$ cat config.mk
export PLATFORM = sky130hd
export DESIGN_NAME = color_sensor_lux_cct_autogain
export DESIGN_NICKNAME = d
export VERILOG_FILES = /design/src/rtl/cslca_pkg.sv /design/src/rtl/cslca_mac.sv /design/src/rtl/cslca_div.sv /design/src/rtl/color_sensor_lux_cct_autogain.sv
export SDC_FILE = /design/constraint.sdc
export NUM_CORES = 2
export LEC_CHECK = 0
export ABC_AREA = 1
export BUFFER_PORTS_ARGS = -buffer_cell sky130_fd_sc_hd__buf_2
export CELL_PAD_IN_SITES_DETAIL_PLACEMENT = 1
export CELL_PAD_IN_SITES_GLOBAL_PLACEMENT = 1
export CORE_MARGIN = 1.5
export CORE_UTILIZATION = 54
export CTS_CLUSTER_SIZE = 8
export DETAILED_ROUTE_END_ITERATION = 10
export PLACE_DENSITY_LB_ADDON = 0.1
export SETUP_SLACK_MARGIN = 0.3
export SLEW_MARGIN = 5
export SYNTH_ARGS = -nofsm -noshare
export SYNTH_HDL_FRONTEND = slang
export SYNTH_HIERARCHICAL = 1
export SYNTH_SLANG_ARGS = --single-unit
$ cat constraint.sdc
create_clock -name clk -period 18.48 [get_ports clk]
set_clock_uncertainty 0.2 [all_clocks]
set_input_delay 2.772 -clock clk [delete_from_list [all_inputs] [get_ports clk]]
set_output_delay 2.772 -clock clk [all_outputs]
set_load 0.01 [all_outputs]
$ cat src/rtl/cslca_pkg.sv
// ----------------------------------------------------------------------------
// cslca_pkg: shared types and constants for the color sensor lux / cct block
// Holds the sequencer states, the command structs of the shared units and the
// fixed-point constants of the gain, xyz, lux and cubic cct math.
// ----------------------------------------------------------------------------
`default_nettype none

package cslca_pkg;

  localparam int COUNT_BITS_DEF = 16;

  // widths of the shared units
  localparam int MAC_AW = 41;
  localparam int MAC_BW = 24;
  localparam int ACC_W  = 64;
  localparam int DIV_DW = 64;
  localparam int DIV_VW = 48;
  localparam int DIV_QW = 32;

  // configuration register indexes
  localparam logic [1:0] CFG_ATIME = 2'd0;
  localparam logic [1:0] CFG_CAL   = 2'd1;
  localparam logic [1:0] CFG_GAIN  = 2'd2;

  // reset values
  localparam logic [7:0]  ATIME_RST = 8'd252;
  localparam logic [15:0] CAL_RST   = 16'd256;
  localparam logic [1:0]  GAIN_RST  = 2'd1;

  // threshold: x/10 as (x * 838861) >> 23, exact for x below about 4e6
  localparam logic signed [MAC_BW-1:0] C_THR_HI = 24'sd7549749;
  localparam logic signed [MAC_BW-1:0] C_THR_LO = 24'sd838861;
  localparam int THR_SHIFT = 23;

  // rgb to xyz, q16
  localparam logic signed [MAC_BW-1:0] C_XR = -24'sd9360;
  localparam logic signed [MAC_BW-1:0] C_XG = 24'sd101531;
  localparam logic signed [MAC_BW-1:0] C_XB = -24'sd62679;
  localparam logic signed [MAC_BW-1:0] C_YR = -24'sd21277;
  localparam logic signed [MAC_BW-1:0] C_YG = 24'sd103440;
  localparam logic signed [MAC_BW-1:0] C_YB = -24'sd47966;
  localparam logic signed [MAC_BW-1:0] C_ZR = -24'sd44697;
  localparam logic signed [MAC_BW-1:0] C_ZG = 24'sd50511;
  localparam logic signed [MAC_BW-1:0] C_ZB = 24'sd36918;

  // mccamy ratio terms, scaled by 1e4
  localparam logic signed [MAC_BW-1:0] C_NUM_X = 24'sd10000;
  localparam logic signed [MAC_BW-1:0] C_NUM_S = -24'sd3320;
  localparam logic signed [MAC_BW-1:0] C_DEN_S = 24'sd1858;
  localparam logic signed [MAC_BW-1:0] C_DEN_Y = -24'sd10000;

  // cubic, q16
  localparam logic signed [MAC_AW-1:0] C_N1  = 41'sd447171789;
  localparam logic signed [MAC_AW-1:0] C_N0  = 41'sd361780347;
  localparam logic signed [MAC_BW-1:0] C_N3  = 24'sd449;
  localparam logic signed [MAC_BW-1:0] C_N2  = 24'sd3525;
  localparam logic signed [MAC_BW-1:0] C_ONE = 24'sd1;
  localparam logic signed [ACC_W-1:0]  T_MIN = 64'sd65536000;
  localparam logic signed [ACC_W-1:0]  T_MAX = 64'sd1638400000;
  localparam logic signed [ACC_W-1:0]  T_RND = 64'sd32768;

  // lux normalization
  localparam logic signed [MAC_BW-1:0] C_K        = 24'sd1678476;
  localparam logic signed [MAC_BW-1:0] C_FALLBACK = 24'sd9175;
  localparam logic [DIV_QW-1:0]        Y_MIN_Q8   = 32'd26;
  localparam logic [4:0]               LUX_QBITS  = 5'd30;
  localparam logic [4:0]               CCT_QBITS  = 5'd19;
  localparam logic [4:0]               NORM_SHIFT = 5'd24;

  typedef enum logic [5:0] {
    ST_IDLE, ST_THR_HI, ST_THR_LO,
    ST_X0, ST_X1, ST_X2, ST_Y0, ST_Y1, ST_Y2, ST_Z0, ST_Z1, ST_Z2,
    ST_SUM, ST_NUM0, ST_NUM1, ST_DEN0, ST_DEN1, ST_CHK, ST_CHK2, ST_CDIV,
    ST_N2, ST_N3, ST_M, ST_T0, ST_T1, ST_T2, ST_T3, ST_TCHK,
    ST_L0, ST_L1, ST_LDIV, ST_F0, ST_F1, ST_F2, ST_FDIV, ST_CAL, ST_FIN
  } state_t;

  typedef struct packed {
    logic                     en;
    logic                     accum;
    logic signed [MAC_AW-1:0] a;
    logic signed [MAC_BW-1:0] b;
  } mac_cmd_t;

  typedef struct packed {
    logic              start;
    logic [DIV_DW-1:0] dividend;
    logic [DIV_VW-1:0] divisor;
    logic [4:0]        nbits;
  } div_cmd_t;

  typedef struct packed {
    logic              done;
    logic [DIV_QW-1:0] quotient;
  } div_rsp_t;

  // signed divide by 65536, truncating toward zero
  function automatic logic signed [47:0] trunc16(input logic signed [ACC_W-1:0] p);
    logic signed [ACC_W-1:0] adj;
    adj = p + (p[ACC_W-1] ? 64'sd65535 : 64'sd0);
    return 48'(adj >>> 16);
  endfunction

endpackage

`default_nettype wire

$ cat src/rtl/cslca_mac.sv
// ----------------------------------------------------------------------------
// cslca_mac: shared multiply-accumulate unit
// One signed 41 x 24 multiply per cycle, loaded into or added to a 64-bit
// accumulator.
// ----------------------------------------------------------------------------
`default_nettype none

module cslca_mac import cslca_pkg::*; (
  input  wire logic                    clk,
  input  wire mac_cmd_t                cmd,
  output      logic signed [ACC_W-1:0] acc
);

  logic signed [MAC_AW+MAC_BW-1:0] prod;

  assign prod = cmd.a * cmd.b;

  always_ff @(posedge clk) begin
    if (cmd.en) begin
      acc <= (cmd.accum ? acc : '0) + prod[ACC_W-1:0];
    end
  end

endmodule

`default_nettype wire

$ cat src/rtl/cslca_div.sv
// ----------------------------------------------------------------------------
// cslca_div: shared restoring divider
// One quotient bit per cycle; the caller gives the quotient length, and the
// dividend shifted right by it must be below the divisor.
// ----------------------------------------------------------------------------
`default_nettype none

module cslca_div import cslca_pkg::*; (
  input  wire logic     clk,
  input  wire logic     rst,
  input  wire div_cmd_t cmd,
  output      div_rsp_t rsp
);

  logic              busy;
  logic [4:0]        cnt;
  logic [4:0]        idx;
  logic [DIV_VW-1:0] rem;
  logic [DIV_VW-1:0] dvs;
  logic [DIV_QW-1:0] dlo;
  logic [DIV_QW-1:0] quo;
  logic              done;
  logic [DIV_VW:0]   trial;
  logic [DIV_VW:0]   shifted;

  assign idx     = cnt - 5'd1;
  assign shifted = {rem, dlo[idx]};
  assign trial   = shifted - {1'b0, dvs};

  always_ff @(posedge clk) begin
    if (rst) begin
      busy <= 1'b0;
      done <= 1'b0;
      cnt  <= '0;
    end else begin
      done <= 1'b0;
      if (cmd.start) begin
        busy <= 1'b1;
        cnt  <= cmd.nbits;
      end else if (busy) begin
        cnt <= idx;
        if (cnt == 5'd1) begin
          busy <= 1'b0;
          done <= 1'b1;
        end
      end
    end
  end

  always_ff @(posedge clk) begin
    if (cmd.start) begin
      rem <= DIV_VW'(cmd.dividend >> cmd.nbits);
      dvs <= cmd.divisor;
      dlo <= cmd.dividend[DIV_QW-1:0];
      quo <= '0;
    end else if (busy) begin
      if (!trial[DIV_VW]) begin
        rem <= trial[DIV_VW-1:0];
        quo <= {quo[DIV_QW-2:0], 1'b1};
      end else begin
        rem <= shifted[DIV_VW-1:0];
        quo <= {quo[DIV_QW-2:0], 1'b0};
      end
    end
  end

  assign rsp.done     = done;
  assign rsp.quotient = quo;

endmodule

`default_nettype wire

$ cat src/rtl/color_sensor_lux_cct_autogain.sv
// ----------------------------------------------------------------------------
// color_sensor_lux_cct_autogain: lux, mccamy cct and auto-gain from rgbc counts
// Sequencer around one shared multiply-accumulate unit and one shared
// bit-serial divider.
// ----------------------------------------------------------------------------
// request to result time is set mostly by the one-bit-per-cycle divider
//   (19 bits for cct, 30 bits per lux division)
// throughput: one request at a time; in_ready is high only while idle, and a
//   new request may be taken while the previous result waits on out_ready
// reset: synchronous, active high; atime 252, calibration 1.0, gain index 1
// ----------------------------------------------------------------------------
`default_nettype none

module color_sensor_lux_cct_autogain import cslca_pkg::*; #(
  parameter int COUNT_BITS = COUNT_BITS_DEF
) (
  input  wire logic        clk,
  input  wire logic        rst,
  // sample request
  input  wire logic        in_valid,
  output      logic        in_ready,
  input  wire logic [15:0] red_count,
  input  wire logic [15:0] green_count,
  input  wire logic [15:0] blue_count,
  input  wire logic [15:0] clear_count,
  // result
  output      logic        out_valid,
  input  wire logic        out_ready,
  output      logic [31:0] lux_q8,
  output      logic [14:0] color_temp_k,
  output      logic        saturated,
  output      logic [1:0]  gain_code,
  output      logic        gain_changed,
  // configuration writes
  input  wire logic        cfg_we,
  input  wire logic [1:0]  cfg_index,
  input  wire logic [15:0] cfg_data
);

  localparam logic [COUNT_BITS-1:0] COUNT_MAX = '1;

  state_t state, state_next;

  // configuration and gain state
  logic [7:0]  atime;
  logic [15:0] cal;
  logic [1:0]  gain_index;

  // latched request, masked to the sensor count width
  logic [COUNT_BITS-1:0] r_q, g_q, b_q, c_q;

  // shared units
  mac_cmd_t                mac_cmd;
  logic signed [ACC_W-1:0] acc;
  div_cmd_t                div_cmd;
  div_rsp_t                div_rsp;

  // working registers
  logic [COUNT_BITS-1:0]    upper, lower;
  logic signed [MAC_AW-1:0] x_q, y_q, s_q;
  logic signed [ACC_W-1:0]  num;
  logic [DIV_VW-1:0]        an, ad;
  logic                     neg;
  logic signed [19:0]       n;
  logic [22:0]              n2;
  logic signed [26:0]       n3;
  logic signed [33:0]       m;
  logic [29:0]              lux_l;
  logic [14:0]              cct_q;
  logic [1:0]               gnext;
  logic                     gchg, gsat;

  // derived values
  logic [8:0]            steps;
  logic [18:0]           ceil_raw;
  logic [COUNT_BITS-1:0] ceiling;
  logic [4:0]            lux_sh;
  logic                  y_pos, s_pos, cct_bad;
  logic                  c_hi, c_lo;
  logic [1:0]            dec_gain;
  logic                  dec_chg;
  logic                  fin_go;

  assign steps    = 9'd256 - {1'b0, atime};
  assign ceil_raw = {steps, 10'b0};
  assign ceiling  = (ceil_raw > 19'(COUNT_MAX)) ? COUNT_MAX : ceil_raw[COUNT_BITS-1:0];
  // normalization shift uses the gain in effect during capture
  assign lux_sh   = NORM_SHIFT + {2'b0, gain_index, 1'b0};
  assign y_pos    = !y_q[MAC_AW-1] && (y_q != '0);
  assign s_pos    = !s_q[MAC_AW-1] && (s_q != '0);
  // outside the ratio band when |n| >= 8
  assign cct_bad  = !s_pos || (ad == '0) || ({3'b0, an} >= {ad, 3'b0});

  // auto-gain: step down on a bright sample, up on a dim one
  assign c_hi = (c_q >= upper);
  assign c_lo = (c_q < lower);
  always_comb begin
    dec_gain = gain_index;
    dec_chg  = 1'b0;
    if (c_hi && gain_index != 2'd0) begin
      dec_gain = gain_index - 2'd1;
      dec_chg  = 1'b1;
    end else if (c_lo && gain_index != 2'd3) begin
      dec_gain = gain_index + 2'd1;
      dec_chg  = 1'b1;
    end
  end

  // result slot frees when empty or taken this cycle
  assign fin_go   = !out_valid || out_ready;
  assign in_ready = (state == ST_IDLE);

  cslca_mac u_mac (
    .clk (clk),
    .cmd (mac_cmd),
    .acc (acc)
  );

  cslca_div u_div (
    .clk (clk),
    .rst (rst),
    .cmd (div_cmd),
    .rsp (div_rsp)
  );

  always_ff @(posedge clk) begin
    if (rst) begin
      state <= ST_IDLE;
    end else begin
      state <= state_next;
    end
  end

  // sequencer: next state and shared unit commands
  always_comb begin
    state_next = state;
    mac_cmd    = '0;
    div_cmd    = '0;
    case (state)
      ST_IDLE: begin
        if (in_valid) begin
          state_next = ST_THR_HI;
        end
      end
      ST_THR_HI: begin
        mac_cmd    = '{en: 1'b1, accum: 1'b0, a: 41'(ceiling), b: C_THR_HI};
        state_next = ST_THR_LO;
      end
      ST_THR_LO: begin
        mac_cmd    = '{en: 1'b1, accum: 1'b0, a: 41'(ceiling), b: C_THR_LO};
        state_next = ST_X0;
      end
      ST_X0: begin
        mac_cmd    = '{en: 1'b1, accum: 1'b0, a: 41'(r_q), b: C_XR};
        state_next = ST_X1;
      end
      ST_X1: begin
        mac_cmd    = '{en: 1'b1, accum: 1'b1, a: 41'(g_q), b: C_XG};
        state_next = ST_X2;
      end
      ST_X2: begin
        mac_cmd    = '{en: 1'b1, accum: 1'b1, a: 41'(b_q), b: C_XB};
        state_next = ST_Y0;
      end
      ST_Y0: begin
        mac_cmd    = '{en: 1'b1, accum: 1'b0, a: 41'(r_q), b: C_YR};
        state_next = ST_Y1;
      end
      ST_Y1: begin
        mac_cmd    = '{en: 1'b1, accum: 1'b1, a: 41'(g_q), b: C_YG};
        state_next = ST_Y2;
      end
      ST_Y2: begin
        mac_cmd    = '{en: 1'b1, accum: 1'b1, a: 41'(b_q), b: C_YB};
        state_next = ST_Z0;
      end
      ST_Z0: begin
        mac_cmd    = '{en: 1'b1, accum: 1'b0, a: 41'(r_q), b: C_ZR};
        state_next = ST_Z1;
      end
      ST_Z1: begin
        mac_cmd    = '{en: 1'b1, accum: 1'b1, a: 41'(g_q), b: C_ZG};
        state_next = ST_Z2;
      end
      ST_Z2: begin
        mac_cmd    = '{en: 1'b1, accum: 1'b1, a: 41'(b_q), b: C_ZB};
        state_next = ST_SUM;
      end
      ST_SUM: begin
        state_next = ST_NUM0;
      end
      ST_NUM0: begin
        mac_cmd    = '{en: 1'b1, accum: 1'b0, a: x_q, b: C_NUM_X};
        state_next = ST_NUM1;
      end
      ST_NUM1: begin
        mac_cmd    = '{en: 1'b1, accum: 1'b1, a: s_q, b: C_NUM_S};
        state_next = ST_DEN0;
      end
      ST_DEN0: begin
        mac_cmd    = '{en: 1'b1, accum: 1'b0, a: s_q, b: C_DEN_S};
        state_next = ST_DEN1;
      end
      ST_DEN1: begin
        mac_cmd    = '{en: 1'b1, accum: 1'b1, a: y_q, b: C_DEN_Y};
        state_next = ST_CHK;
      end
      ST_CHK: begin
        state_next = ST_CHK2;
      end
      ST_CHK2: begin
        if (cct_bad) begin
          state_next = ST_L0;
        end else begin
          div_cmd    = '{start: 1'b1, dividend: {an, 16'b0}, divisor: ad, nbits: CCT_QBITS};
          state_next = ST_CDIV;
        end
      end
      ST_CDIV: begin
        if (div_rsp.done) begin
          state_next = ST_N2;
        end
      end
      ST_N2: begin
        mac_cmd    = '{en: 1'b1, accum: 1'b0, a: 41'(n), b: 24'(n)};
        state_next = ST_N3;
      end
      ST_N3: begin
        mac_cmd    = '{en: 1'b1, accum: 1'b0, a: 41'(acc[38:16]), b: 24'(n)};
        state_next = ST_M;
      end
      ST_M: begin
        mac_cmd    = '{en: 1'b1, accum: 1'b0, a: C_N1, b: 24'(n)};
        state_next = ST_T0;
      end
      ST_T0: begin
        mac_cmd    = '{en: 1'b1, accum: 1'b0, a: 41'(n3), b: C_N3};
        state_next = ST_T1;
      end
      ST_T1: begin
        mac_cmd    = '{en: 1'b1, accum: 1'b1, a: 41'(n2), b: C_N2};
        state_next = ST_T2;
      end
      ST_T2: begin
        mac_cmd    = '{en: 1'b1, accum: 1'b1, a: C_N0, b: C_ONE};
        state_next = ST_T3;
      end
      ST_T3: begin
        mac_cmd    = '{en: 1'b1, accum: 1'b1, a: 41'(m), b: C_ONE};
        state_next = ST_TCHK;
      end
      ST_TCHK: begin
        state_next = ST_L0;
      end
      ST_L0: begin
        if (y_pos) begin
          mac_cmd    = '{en: 1'b1, accum: 1'b0, a: y_q, b: C_K};
          state_next = ST_L1;
        end else begin
          state_next = ST_F0;
        end
      end
      ST_L1: begin
        div_cmd    = '{start: 1'b1, dividend: acc >> lux_sh, divisor: 48'(steps),
                       nbits: LUX_QBITS};
        state_next = ST_LDIV;
      end
      ST_LDIV: begin
        if (div_rsp.done) begin
          state_next = (div_rsp.quotient < Y_MIN_Q8) ? ST_F0 : ST_CAL;
        end
      end
      ST_F0: begin
        mac_cmd    = '{en: 1'b1, accum: 1'b0, a: 41'(c_q), b: C_FALLBACK};
        state_next = ST_F1;
      end
      ST_F1: begin
        mac_cmd    = '{en: 1'b1, accum: 1'b0, a: acc[MAC_AW-1:0], b: C_K};
        state_next = ST_F2;
      end
      ST_F2: begin
        div_cmd    = '{start: 1'b1, dividend: acc >> lux_sh, divisor: 48'(steps),
                       nbits: LUX_QBITS};
        state_next = ST_FDIV;
      end
      ST_FDIV: begin
        if (div_rsp.done) begin
          state_next = ST_CAL;
        end
      end
      ST_CAL: begin
        mac_cmd    = '{en: 1'b1, accum: 1'b0, a: 41'(lux_l), b: 24'(cal)};
        state_next = ST_FIN;
      end
      ST_FIN: begin
        if (fin_go) begin
          state_next = ST_IDLE;
        end
      end
      default: begin
        state_next = ST_IDLE;
      end
    endcase
  end

  // configuration and gain index; config writes must come only while idle (the block does not enforce it)
  always_ff @(posedge clk) begin
    if (rst) begin
      atime      <= ATIME_RST;
      cal        <= CAL_RST;
      gain_index <= GAIN_RST;
    end else begin
      if (cfg_we) begin
        case (cfg_index)
          CFG_ATIME: atime      <= cfg_data[7:0];
          CFG_CAL:   cal        <= cfg_data;
          CFG_GAIN:  gain_index <= cfg_data[1:0];
          default:   ;
        endcase
      end
      // new gain takes effect once the result is formed
      if (state == ST_FIN && fin_go) begin
        gain_index <= gnext;
      end
    end
  end

  // result handshake
  always_ff @(posedge clk) begin
    if (rst) begin
      out_valid <= 1'b0;
    end else if (state == ST_FIN && fin_go) begin
      out_valid <= 1'b1;
    end else if (out_ready) begin
      out_valid <= 1'b0;
    end
  end

  // datapath registers
  always_ff @(posedge clk) begin
    case (state)
      ST_IDLE: begin
        r_q <= red_count[COUNT_BITS-1:0];
        g_q <= green_count[COUNT_BITS-1:0];
        b_q <= blue_count[COUNT_BITS-1:0];
        c_q <= clear_count[COUNT_BITS-1:0];
      end
      ST_X0:   lower <= COUNT_BITS'(acc >>> THR_SHIFT);
      ST_THR_LO: upper <= COUNT_BITS'(acc >>> THR_SHIFT);
      ST_Y0:   x_q <= acc[MAC_AW-1:0];
      ST_Z0:   y_q <= acc[MAC_AW-1:0];
      ST_SUM: begin
        s_q   <= x_q + y_q + acc[MAC_AW-1:0];
        gnext <= dec_gain;
        gchg  <= dec_chg;
        gsat  <= c_hi && (dec_gain == 2'd0);
      end
      ST_DEN0: num <= acc;
      ST_CHK: begin
        an  <= num[ACC_W-1] ? DIV_VW'(-num) : num[DIV_VW-1:0];
        ad  <= acc[ACC_W-1] ? DIV_VW'(-acc) : acc[DIV_VW-1:0];
        neg <= num[ACC_W-1] ^ acc[ACC_W-1];
      end
      ST_CHK2: begin
        if (cct_bad) begin
          cct_q <= '0;
        end
      end
      ST_CDIV: begin
        if (div_rsp.done) begin
          n <= neg ? -20'(div_rsp.quotient[18:0]) : 20'(div_rsp.quotient[18:0]);
        end
      end
      ST_N3:   n2 <= acc[38:16];
      ST_M:    n3 <= 27'(trunc16(acc));
      ST_T0:   m  <= 34'(trunc16(acc));
      ST_TCHK: begin
        if (acc >= T_MIN && acc <= T_MAX) begin
          cct_q <= 15'((acc + T_RND) >>> 16);
        end else begin
          cct_q <= '0;
        end
      end
      ST_LDIV, ST_FDIV: begin
        if (div_rsp.done) begin
          lux_l <= div_rsp.quotient[29:0];
        end
      end
      ST_FIN: begin
        if (fin_go) begin
          // q8 calibration, saturating at the top of the 32-bit range
          lux_q8       <= (acc[ACC_W-1:40] != '0) ? '1 : acc[39:8];
          color_temp_k <= cct_q;
          saturated    <= gsat;
          gain_code    <= gnext;
          gain_changed <= gchg;
        end
      end
      default: ;
    endcase
  end

  // saturation is only reported at the lowest gain
  assert property (@(posedge clk) disable iff (rst)
    out_valid && saturated |-> gain_code == 2'd0)
    else $error("saturation flagged above lowest gain");

  // a nonzero cct lies inside the valid band
  assert property (@(posedge clk) disable iff (rst)
    out_valid && color_temp_k != '0 |-> color_temp_k >= 15'd1000 && color_temp_k <= 15'd25000)
    else $error("cct outside valid band");

  // a taken request keeps the block busy on the next cycle
  assert property (@(posedge clk) disable iff (rst)
    in_valid && in_ready |=> !in_ready)
    else $error("request taken while a sample is in progress");

endmodule

`default_nettype wire
==> qor.txt <==
Async SR Flop Fraction -> 0
hold_sp -> gchg
TritonCTS clock tree -> built
Flop pwr share -> 0.292
Setup crit start kind -> flop
Total Wirelength -> 453.8 mm
initial antenna violation count -> 57
placed wire-length estimate -> 347.0 mm
R2R cell count -> 33
Max Clk Rate -> 0.07778 GHz
clock network fraction of total power -> 0.245
largest net degree at the start of global routing -> 84
Buffers & Inverters on Critical Path -> 10
Port-buffer cells -> 139
worst-margin pin slew -> 1.361 ns
Root Driver -> clkbuf_16
Worst Hold Depth -> 0
Clk Latency, worst-skew pair -> 0.80 ns
gp weighted congestion -> 1.056
leakage -> 50.45 nW
Seq cells post-synth -> 833
Yosys cell types -> 68
Setup Total Neg Slack -> 0 ns
GR Util All Layers -> 0.5334
Post-CTS Hold Buffers -> 0
Final Setup Violations -> 0
switching pwr -> 4.098 mW
Worst path slowest cell -> fa_1
crit share post-route -> 0.6957
Initial Util -> 0.5429
Routed Antenna Nets -> 0
CP peak stage delay -> 0.79 ns
number of synthesized flops with an enable pin -> 761
sw frac -> 0.4807
Remaining Overflow, GRT -> 0
Synth Cell Area -> 90690 µm²
largest delay contributor family on the critical path -> adder cells
vias in the first global route -> 95590
Power Density -> 87.55 nW/µm²
R2R Path Start -> state[4]
Synth Warn # -> 6
number of buffers created by CTS -> 116
Gate power share -> 0.463
# IOs -> 140
final core utilization -> 0.5830
Final Critical Period -> 12.86 ns
area leader, netlist -> edfxtp_1
Syn Area/Cell -> 7.933 µm²
nets@finish -> 13010
Slew Limit Fails -> 0
Max-Cap Viols -> 0
most common cell after layout, fill and taps aside -> nand2_1
Hold Crit Class -> flop to flop
RSZ-0062 raised after global routing -> no
Setup crit end kind -> flop
Max clock buf depth -> 3
Crit path required time -> 18.88 ns
Layout area overhead -> 7.378%
critical path class -> flop to flop
H-tree levels -> 3
Fin. Hold Viols -> 0
core area -> 167000 µm²
Setup crit start -> state[4]
critical path arrival -> 13.26 ns
Seq/Total Area, Yosys -> 0.2679
fraction of layout cells with a size suffix above 1 -> 0.06137
Power Internal -> 4.427 mW
largest fanout on the critical path -> 44
Max VDD drop -> 0.08082 mV
Post-Syn Instances -> 11430
commonest non-fill, non-tap cells in the layout -> nand2_1, inv_1, fa_1
Worst slew margin -> 0.08702
Main synth FF type -> edfxtp_1
top cells by area, synth -> edfxtp_1, fa_1, nand2_1, inv_1, ha_1
Yosys top cell area share -> 0.2520
Layout Cell Area excl Fill -> 97380 µm²
Pre-antenna DRT Iters -> 7
residual DRC count -> 0
Iteration-0 DRC Markers -> 12580
first-pass GRT wire length -> 648.5 mm
via count -> 89640
critical path depth -> 33
wire length per cell -> 32.93 µm
die area -> 170400 µm²
status -> completed
Die H -> 412.8 µm
row cnt -> 150
placed cell area -> 93920 µm²
Setup Fix Bufs, Post-CTS -> 0
clock sinks -> 833
Die X-Extent -> 412.8 µm
clock-pin transition on the worst setup and hold timing paths -> 0.06 ns
DR vias/cell -> 6.503
post-cts resize count -> 0
-- cell usage after synthesis (all sizes together), types with 3 or more instances --
cell / number
nand2: 3266
inv: 2602
fa: 1075
nor2: 765
edfxtp: 761
nand3: 505
ha: 378
o21ai: 370
a21oi: 322
clkbuf: 304
xor2: 178
nand4: 119
buf: 109
nor3: 76
dfxtp: 72
xnor2: 66
a22o: 59
nor4: 55
o22ai: 49
a221oi: 47
o211ai: 33
a31oi: 31
a211oi: 25
or2: 24
o21bai: 22
o2111ai: 15
mux2i: 14
nand3b: 14
a21o: 13
a22oi: 11
clkinv: 9
o21a: 9
and2: 7
a2111oi: 6
o31ai: 6
a21boi: 4
o221ai: 3
-- final timing paths --
| kind | slack, ns | to |
|---|---|---|
| max | 5.62 | u_mac/acc[40] |
| min | 0.24 | gain_changed |
| max reg2reg | 5.62 | u_mac/acc[40] |
| min reg2reg | 0.24 | gain_changed |
-- power groups by stage --
stage / Clock, mW / Combinational (mW) / Sequential, mW
CTS: 2.07 / 3.65 / 2.47
finish: 2.09 / 3.95 / 2.49
global placement: 0 / 3.38 / 2.50
floorplan: 0 / 1.81 / 2.48
global route: 2.12 / 3.97 / 2.48
detailed placement: 0 / 3.59 / 2.50
-- kinds of logic (layout without fill, tap and decap cells) --
kind of cell / after synthesis / after routing / share of synthesized area
other cells: 1 / 49 / 0.00004135
fa+ha+maj: 1453 / 1453 / 0.2895
xor+xnor: 244 / 244 / 0.02356
mux: 14 / 14 / 0.001545
buf+inv: 3024 / 3124 / 0.1287
flops: 833 / 833 / 0.2679
compound gates: 1029 / 1029 / 0.06740
simple gates: 4834 / 4834 / 0.2214
-- cell type report --
type	instances	area [µm²]
clock inverter	12	160.2
timing repair buffer	328	2137
multi-input combinational	7579	54970
sequential	833	24300
clock buffer	173	3148
fill	20510	69650
inverter	2611	9803
antenna	44	110.1
tap	2204	2758
-- through the flow --
stage	hold WS (ns)	setup slack, ns	cells	total power [mW]
after floorplan	0.2003	9.192	11440	4.291
after global placement	0.2075	7.370	13550	5.877
after detailed placement	0.2161	7.596	13550	6.090
after CTS	0.2332	7.595	13740	8.179
after global routing	0.2517	5.849	13740	8.572
final	0.2376	5.623	13780	8.525
-- registers in the layout, summed over array words and instances, names as in the netlist, 20 cells and up --
signal	cells
lux_q8	32
an	48
m	34
ad	48
num	49
n	20
lux_l	30
x_q	41
u_div/rem	48
n2	23
u_mac/acc	64
n3	27
u_div/quo	32
s_q	41
u_div/dlo	32
y_q	41
u_div/dvs	48
-- layer usage --
metal | up-vias | part of all wire | wire length (µm) | GRT usage
met2 | 7801 | 0.43 | 194400 | 0.7880
li1 | 35150 | - | - | -
met1 | 43610 | 0.33 | 148500 | 0.5899
met5 | - | 0.0019 | 857 | 0.03787
met3 | 3031 | 0.14 | 63940 | 0.2353
met4 | 52 | 0.10 | 46200 | 0.4409
(Power assumes the default switching activity.)
